File: src/hdl/mts_pkg.sv
`default_nettype none

package mts_pkg;

    localparam int STACK_DEPTH = 64;
    localparam int DATA_W      = 32;
    localparam int WORD_W      = DATA_W + 2;
    localparam int ADDR_W      = (STACK_DEPTH > 1) ? $clog2(STACK_DEPTH) : 1;
    localparam int CNT_W       = $clog2(STACK_DEPTH + 1);
    localparam int STATUS_W    = 2;
    localparam int RES_W       = 3 * DATA_W + 1 + STATUS_W;
    localparam int OUT_W       = ((RES_W + 7) / 8) * 8;

    typedef enum logic {
        CMD_PUSH = 1'b0,
        CMD_POP  = 1'b1
    } cmd_t;

    typedef enum logic [STATUS_W-1:0] {
        STAT_OK         = 2'd0,
        STAT_POP_EMPTY  = 2'd1,
        STAT_PUSH_FULL  = 2'd2
    } status_t;

endpackage

`default_nettype wire

File: src/hdl/mts_stack_ram.sv
`default_nettype none

module mts_stack_ram (
    input  wire logic                           aclk,
    input  wire logic                           wr_en,
    input  wire logic [mts_pkg::ADDR_W-1:0]     wr_addr,
    input  wire logic [mts_pkg::WORD_W-1:0]     wr_data,
    input  wire logic [mts_pkg::ADDR_W-1:0]     rd_addr,
    output logic      [mts_pkg::WORD_W-1:0]     rd_data
);

    logic [mts_pkg::WORD_W-1:0] mem [mts_pkg::STACK_DEPTH];

    always_ff @(posedge aclk) begin
        if (wr_en) begin
            mem[wr_addr] <= wr_data;
        end
    end

    always_ff @(posedge aclk) begin
        rd_data <= mem[rd_addr];
    end

endmodule

`default_nettype wire

File: src/hdl/min_tracking_stack_unit.sv
// An accepted item waits in S_EXEC until the result register is free or being taken;
// its result is then registered. A new item is taken only in S_IDLE, and S_EXEC covers the
// registered read of the stack-memory entry below the top, which a pop needs for the new top.
// The word on top of the stack is also held in a register, so a push needs no read.
// Reset (aresetn, synchronous, active low) empties the stack, zeroes the minimum and
// drops any pending result; the stack memory itself is not cleared.
`default_nettype none

module min_tracking_stack_unit (
    input  wire logic                        aclk,
    input  wire logic                        aresetn,
    input  wire logic                        s_tvalid,
    output logic                             s_tready,
    input  wire logic [mts_pkg::DATA_W-1:0]  s_tdata,   // [31:0] value
    input  wire logic                        s_tuser,   // [0] command
    output logic                             m_tvalid,
    input  wire logic                        m_tready,
    // [31:0] popped_value, [63:32] top_value, [95:64] min_value, [96] is_empty,
    // [98:97] status, upper bits zero
    output logic      [mts_pkg::OUT_W-1:0]   m_tdata
);

    typedef enum logic {
        S_IDLE,
        S_EXEC
    } state_t;

    state_t                         state_reg, state_next;
    mts_pkg::cmd_t                  cmd_reg, cmd_next;
    logic signed [mts_pkg::DATA_W-1:0] val_reg, val_next;
    logic [mts_pkg::CNT_W-1:0]      count_reg, count_next;
    logic signed [mts_pkg::DATA_W-1:0] min_reg, min_next;
    logic signed [mts_pkg::WORD_W-1:0] top_word_reg, top_word_next;

    logic                           m_tvalid_reg, m_tvalid_next;
    logic [mts_pkg::DATA_W-1:0]     popped_reg, popped_next;
    logic [mts_pkg::DATA_W-1:0]     top_reg, top_next;
    logic [mts_pkg::DATA_W-1:0]     minout_reg, minout_next;
    logic                           empty_reg, empty_next;
    mts_pkg::status_t               status_reg, status_next;

    logic                           accept;
    logic                           exec_go;
    logic [mts_pkg::CNT_W-1:0]      cnt_m2;
    logic [mts_pkg::ADDR_W-1:0]     rd_addr;
    logic signed [mts_pkg::WORD_W-1:0] rd_data;
    logic                           wr_en;
    logic signed [mts_pkg::WORD_W-1:0] wr_data;

    logic signed [mts_pkg::WORD_W-1:0] x_ext;
    logic signed [mts_pkg::WORD_W-1:0] min_ext;
    logic signed [mts_pkg::WORD_W-1:0] push_enc;
    logic signed [mts_pkg::WORD_W-1:0] restored;
    logic signed [mts_pkg::DATA_W-1:0] new_min;
    logic signed [mts_pkg::WORD_W-1:0] new_min_ext;
    logic [mts_pkg::DATA_W-1:0]     cur_top;

    assign s_tready = (state_reg == S_IDLE);
    assign accept   = s_tvalid && s_tready;
    assign exec_go  = (state_reg == S_EXEC) && (!m_tvalid_reg || m_tready);

    // The entry below the current top; it only matters when a pop leaves the stack non-empty.
    assign cnt_m2  = count_reg - mts_pkg::CNT_W'(2);
    assign rd_addr = cnt_m2[mts_pkg::ADDR_W-1:0];

    mts_stack_ram u_ram (
        .aclk    (aclk),
        .wr_en   (wr_en),
        .wr_addr (count_reg[mts_pkg::ADDR_W-1:0]),
        .wr_data (wr_data),
        .rd_addr (rd_addr),
        .rd_data (rd_data)
    );

    assign x_ext    = mts_pkg::WORD_W'(val_reg);
    assign min_ext  = mts_pkg::WORD_W'(min_reg);
    assign push_enc = (x_ext <<< 1) - min_ext;
    assign restored = (min_ext <<< 1) - top_word_reg;
    assign cur_top  = (top_word_reg >= min_ext) ? top_word_reg[mts_pkg::DATA_W-1:0]
                                                : min_reg;

    always_comb begin
        state_next    = state_reg;
        cmd_next      = cmd_reg;
        val_next      = val_reg;
        count_next    = count_reg;
        min_next      = min_reg;
        top_word_next = top_word_reg;
        popped_next   = popped_reg;
        top_next      = top_reg;
        minout_next   = minout_reg;
        empty_next    = empty_reg;
        status_next   = status_reg;
        wr_en         = 1'b0;
        wr_data       = x_ext;
        new_min       = min_reg;
        new_min_ext   = min_ext;

        m_tvalid_next = exec_go ? 1'b1 : (m_tready ? 1'b0 : m_tvalid_reg);

        if (accept) begin
            cmd_next   = mts_pkg::cmd_t'(s_tuser);
            val_next   = s_tdata;
            state_next = S_EXEC;
        end

        if (exec_go) begin
            state_next  = S_IDLE;
            status_next = mts_pkg::STAT_OK;
            popped_next = '0;
            unique case (cmd_reg)
                mts_pkg::CMD_PUSH: begin
                    if (count_reg == mts_pkg::CNT_W'(mts_pkg::STACK_DEPTH)) begin
                        status_next = mts_pkg::STAT_PUSH_FULL;
                        top_next    = cur_top;
                        minout_next = min_reg;
                        empty_next  = 1'b0;
                    end else begin
                        wr_en = 1'b1;
                        // A value below the minimum is stored encoded so that the old
                        // minimum can be recovered when it is popped.
                        if (count_reg != '0 && val_reg < min_reg) begin
                            wr_data = push_enc;
                        end
                        if (count_reg == '0 || val_reg < min_reg) begin
                            min_next = val_reg;
                        end
                        top_word_next = wr_data;
                        count_next    = count_reg + mts_pkg::CNT_W'(1);
                        top_next      = val_reg;
                        minout_next   = (count_reg == '0 || val_reg < min_reg) ? val_reg
                                                                                : min_reg;
                        empty_next    = 1'b0;
                    end
                end
                mts_pkg::CMD_POP: begin
                    if (count_reg == '0) begin
                        status_next = mts_pkg::STAT_POP_EMPTY;
                        popped_next = '1;
                        top_next    = '1;
                        minout_next = '1;
                        empty_next  = 1'b1;
                    end else begin
                        if (top_word_reg < min_ext) begin
                            popped_next = min_reg;
                            new_min     = restored[mts_pkg::DATA_W-1:0];
                        end else begin
                            popped_next = top_word_reg[mts_pkg::DATA_W-1:0];
                        end
                        new_min_ext   = mts_pkg::WORD_W'(new_min);
                        min_next      = new_min;
                        count_next    = count_reg - mts_pkg::CNT_W'(1);
                        top_word_next = rd_data;
                        if (count_reg == mts_pkg::CNT_W'(1)) begin
                            top_next    = '1;
                            minout_next = '1;
                            empty_next  = 1'b1;
                        end else begin
                            top_next    = (rd_data >= new_min_ext)
                                          ? rd_data[mts_pkg::DATA_W-1:0] : new_min;
                            minout_next = new_min;
                            empty_next  = 1'b0;
                        end
                    end
                end
            endcase
        end
    end

    always_ff @(posedge aclk) begin
        cmd_next_hold: begin
            cmd_reg      <= cmd_next;
            val_reg      <= val_next;
            top_word_reg <= top_word_next;
            popped_reg   <= popped_next;
            top_reg      <= top_next;
            minout_reg   <= minout_next;
            empty_reg    <= empty_next;
            status_reg   <= status_next;
        end
        if (!aresetn) begin
            state_reg    <= S_IDLE;
            count_reg    <= '0;
            min_reg      <= '0;
            m_tvalid_reg <= 1'b0;
        end else begin
            state_reg    <= state_next;
            count_reg    <= count_next;
            min_reg      <= min_next;
            m_tvalid_reg <= m_tvalid_next;
        end
    end

    assign m_tvalid = m_tvalid_reg;
    assign m_tdata  = mts_pkg::OUT_W'({status_reg, empty_reg, minout_reg, top_reg,
                                       popped_reg});

    a_count_bound: assert property (@(posedge aclk) disable iff (!aresetn)
        count_reg <= mts_pkg::CNT_W'(mts_pkg::STACK_DEPTH))
        else $error("stack count exceeds depth");

    a_one_item_at_a_time: assert property (@(posedge aclk) disable iff (!aresetn)
        accept |=> !s_tready)
        else $error("second transaction accepted while an item is in flight");

    a_count_moves_on_exec: assert property (@(posedge aclk) disable iff (!aresetn)
        (count_reg != count_next) |-> exec_go)
        else $error("stack count changed outside execution");

    a_pop_empty_flag: assert property (@(posedge aclk) disable iff (!aresetn)
        (m_tvalid_reg && status_reg == mts_pkg::STAT_POP_EMPTY) |-> empty_reg)
        else $error("pop on empty stack reported a non-empty stack");

    a_write_below_depth: assert property (@(posedge aclk) disable iff (!aresetn)
        wr_en |-> (count_reg < mts_pkg::CNT_W'(mts_pkg::STACK_DEPTH)))
        else $error("write into a full stack");

endmodule

`default_nettype wire

File: config.mk
export PLATFORM = sky130hd
export DESIGN_NAME = min_tracking_stack_unit
export DESIGN_NICKNAME = d
export VERILOG_FILES = /design/src/hdl/mts_pkg.sv /design/src/hdl/mts_stack_ram.sv /design/src/hdl/min_tracking_stack_unit.sv
export SDC_FILE = /design/constraint.sdc
export NUM_CORES = 2
export LEC_CHECK = 0
export ABC_CLOCK_PERIOD_IN_PS = 9000
export CORE_ASPECT_RATIO = 1.75
export CORE_MARGIN = 10
export CORE_UTILIZATION = 55
export DETAILED_ROUTE_END_ITERATION = 10
export DONT_BUFFER_PORTS = 1
export PLACE_DENSITY = 0.67
export SETUP_SLACK_MARGIN = 0.4
export SYNTH_ARGS = -nofsm -noshare
export SYNTH_HDL_FRONTEND = slang
export SYNTH_SLANG_ARGS = --single-unit
File: constraint.sdc
create_clock -name aclk -period 9 [get_ports aclk]
set_input_delay 1.8 -clock aclk [delete_from_list [all_inputs] [get_ports aclk]]
set_output_delay 1.8 -clock aclk [all_outputs]
set_load 0.005 [all_outputs]
==> impl_metrics.toml <==
[outcome]
status = "finished, final reports clean"

[cts]
clk_path_buf_depth = 4
cts.sinks = 2417
clockRootBuffer = "clkbuf_16"
clk_latency_ns = 0.85
clkTransAtPathRegs_ns = 0.07
cts_made_buffers = 213
h-tree-depth = 4
tritoncts = "built"
post_cts_resized = 0
post_cts_buffers = 0
postCtsHoldBufs = 0

[die]
core_sq_um = 180000
die_h_microns = 583
start_util_pct = 55.3
die-area_sq_um = 199000
io_pins = 143
rows = 206
die_width_microns = 342

[final_layout]
largest_reg_flops = 2176
multi_input_area_sq_um = 27300
final_layout_size_suffix_gt1_share_pct = 24.1
regArea_sq_um = 71800
area_growth_pct = 11.0
n_fill_cell = 12400
layout.nets = 5386
utilization_pct = 61.4

[place]
place.gp.congestion = 0.928
port-buffer-count = 0
hpwl_microns = 154000

[worst_setup_path]
r2r_slack_ns = 1.69
worstPathCellList = "ha_1 -> nor2b_1 -> o2111ai_1 -> a311oi_1 -> o211ai_1 -> o22ai_1 -> nor2_1 -> o21ai_0 -> and4b_1 -> nor3_1 -> ha_1 -> a21oi_1 -> o22ai_1 -> o21ai_0 -> nand2b_1 -> a21oi_1 -> nand3_1 -> mux2i_4 -> inv_1 -> a211o_1 -> a21o_1"
reg2reg_from = "min_reg[0]$_SDFFE_PN0P_"
cp_data_arrival_time_ns = 7.90
worst-path-stages = 21
crit_path_max_fanout = 13
crit_slowest_cell = "dfxtp_1"
cp.buffers_inverters = 1
r2r_cells = 21
cp-end-kind = "flip-flop"
crit_family = "compound AO/OA/AOI/OAI gates"
crit_required_ns = 9.59
worstSetupStartpointType = "flip-flop"
r2r_end = "top_reg[26]$_DFFE_PP_"
crit_type = "flip-flop to flip-flop"
cp-startpoint = "min_reg[0]$_SDFFE_PN0P_"
crit_end = "top_reg[26]$_DFFE_PP_"
slowest_delay_ns = 0.67

[power]
power.density_nw_per_um2 = 242
vdd_drop_max_uv = 187
leakagePower_nw = 34.7

[sta]
min_period_over_period_pct = 81.2
drv_slew = 0
rsz0062_at_grt = "false"
max_freq_ghz = 0.137
worst_pin_slew_ns = 1.27
finalSetupTns_ns = 0
finalHoldViolCount = 0
slew-limit-headroom_pct = 15.1
fin_skew_ns = 0.0387
finalSetupViolations = 0
fin_crit_ns = 7.31

[flow_run]
drv_cap = 0

[global_route]
grt_max_degree = 146
first_global_vias = 52400
grt_usage_pct = 25.0
overflow = 0
grt_antenna_before_repair = 6
grt_pass1_wl_microns = 365000

[detailed_routing]
dr.first_iter.drc_count = 5034
via_per_inst = 6.59
wire_per_inst_microns = 32.4
routed_wl_microns = 251000
ant_nets = 0
dr.pass1.iters = 5
drc = 0
vias = 51000

[synth]
avgSynthCellArea_sq_um = 19.6
synth_edf_count = 2342
ys_seq_area_share_pct = 72.1
ys_async_sr_fraction_pct = 0
ys_types = 85
synthFlopType = "edfxtp_1"
syn_area_sq_um = 99700
ys_top_cells_by_area = "edfxtp_1, mux4_2, ha_1"
synthCells = 5082
yosys_warnings = 0
yosysTopAreaCell = "edfxtp_1"
yosys.area.top_type_share_pct = 70.6
synth_seq_cells = 2417

[hold_path]
hold_class = "flip-flop to flip-flop"
==> kinds of logic (layout without fill, tap and decap cells) <==
kind of cell               Yosys count  count (layout)  synth area share [%]
adders and majority gates          170             170                  2.15
and+or+nand+nor                    603             603                  2.73
muxes                              767             767                  16.5
AOI/OAI and AO/OA                  698             698                  4.53
other                                1              10               0.00376
xor gates and xnor gates            59              59                 0.518
buffers and inverters              367             621                  1.50
DFF                               2417            2417                  72.1
==> area by class of cell <==
| cell class | instances | area share [%] |
|---|---|---|
| flip-flops and latches | 2417 | 64.9 |
| multi-input cells | 2302 | 24.6 |
| clock buffers | 267 | 5.14 |
| well taps | 2392 | 2.70 |
| repair buffers | 155 | 1.14 |
| clock inverters | 109 | 1.12 |
| inverters | 90 | 0.309 |
| diodes | 5 | 0.0113 |
==> power by group <==
| group | switching [mW] | internal, mW |
|---|---|---|
| Clock | 3.97 | 5.21 |
| Sequential | 0.245 | 12.8 |
| Combinational | 2.79 | 1.78 |
==> worst min path at each step <==
stage / startpoint / slack, ns / depth (start not counted) / to
4_1_cts: min_reg[27]$_SDFFE_PN0P_ / 0.50 / 2 / min_reg[27]$_SDFFE_PN0P_
2_1_floorplan: min_reg[27]$_SDFFE_PN0P_ / 0.47 / 2 / min_reg[27]$_SDFFE_PN0P_
6_report: min_reg[27]$_SDFFE_PN0P_ / 0.50 / 2 / min_reg[27]$_SDFFE_PN0P_
3_3_place_gp: min_reg[27]$_SDFFE_PN0P_ / 0.48 / 2 / min_reg[27]$_SDFFE_PN0P_
3_5_place_dp: min_reg[27]$_SDFFE_PN0P_ / 0.49 / 2 / min_reg[27]$_SDFFE_PN0P_
5_1_grt: min_reg[27]$_SDFFE_PN0P_ / 0.52 / 2 / min_reg[27]$_SDFFE_PN0P_
==> layout by cell type (no fill, tap or decap), types with 29 or more instances in the layout <==
cell       synthesis  layout
a21oi_1          219     218
ha_1             168     167
nor2b_1           30      29
nand4_1           31      31
mux4_2           701     701
o21ai_0          157     136
mux2i_1           60      58
dfxtp_1           75      73
nand2_1          216     212
nor2_4             0      65
clkinv_1           3      40
buf_4              9     147
xnor2_1           31      29
clkbuf_16          0     216
a21o_1            67      67
nand3_1           38      37
inv_1             87      85
a31oi_1           34      34
edfxtp_1        2342    2342
nor2_1           191     126
clkbuf_1         166      42
a211oi_1          29      29
==> worst reg2reg max path, delay by kind of cell (launching register included) <==
kind	cells	cell delay, ns
buffers and inverters	1	0.37
adders and majority gates	2	0.66
muxes	1	0.38
DFF	1	0.67
and+or+nand+nor	6	1.57
AOI/OAI and AO/OA	11	3.43
==> synth_stat cells (all sizes together), types with 7 or more instances <==
| cell | n |
|---|---|
| o21ai | 166 |
| and2 | 14 |
| edfxtp | 2342 |
| a211oi | 31 |
| nor2b | 30 |
| nand3 | 38 |
| a221oi | 14 |
| o221ai | 16 |
| a21o | 67 |
| mux4 | 701 |
| o21a | 19 |
| nand2 | 217 |
| clkbuf | 166 |
| nor2 | 193 |
| xor2 | 28 |
| mux2i | 60 |
| o311a | 7 |
| a211o | 14 |
| ha | 168 |
| o211ai | 21 |
| or3 | 8 |
| a21oi | 220 |
| a22o | 15 |
| a31oi | 34 |
| nand2b | 8 |
| nor3 | 26 |
| and3 | 14 |
| dfxtp | 75 |
| buf | 111 |
| nand4 | 31 |
| inv | 87 |
| xnor2 | 31 |
==> metal layers <==
layer / global-route usage [%] / wire (microns) / vias up
met5: 0 / 0 / -
met4: 10.5 / 11400 / 0
met3: 2.89 / 14200 / 516
met2: 44.4 / 133000 / 2063
met1: 31.0 / 92000 / 27200
li1: - / - / 21200
==> through the flow <==
stage / power (mW) / instance area (sq um) / hold slack, ns / instances / worst slack (ns)
3_3_place_gp: 17.7 / 104000 / 0.483 / 7356 / 1.95
3_5_place_dp: 17.8 / 104000 / 0.488 / 7356 / 1.94
4_1_cts: 26.9 / 111000 / 0.498 / 7732 / 1.90
2_1_floorplan: 16.2 / 99700 / 0.465 / 5086 / 0.841
5_1_grt: 27.6 / 111000 / 0.524 / 7733 / 1.69
6_report: 26.8 / 111000 / 0.501 / 7737 / 1.69
Power figures use the tool's default switching activity.
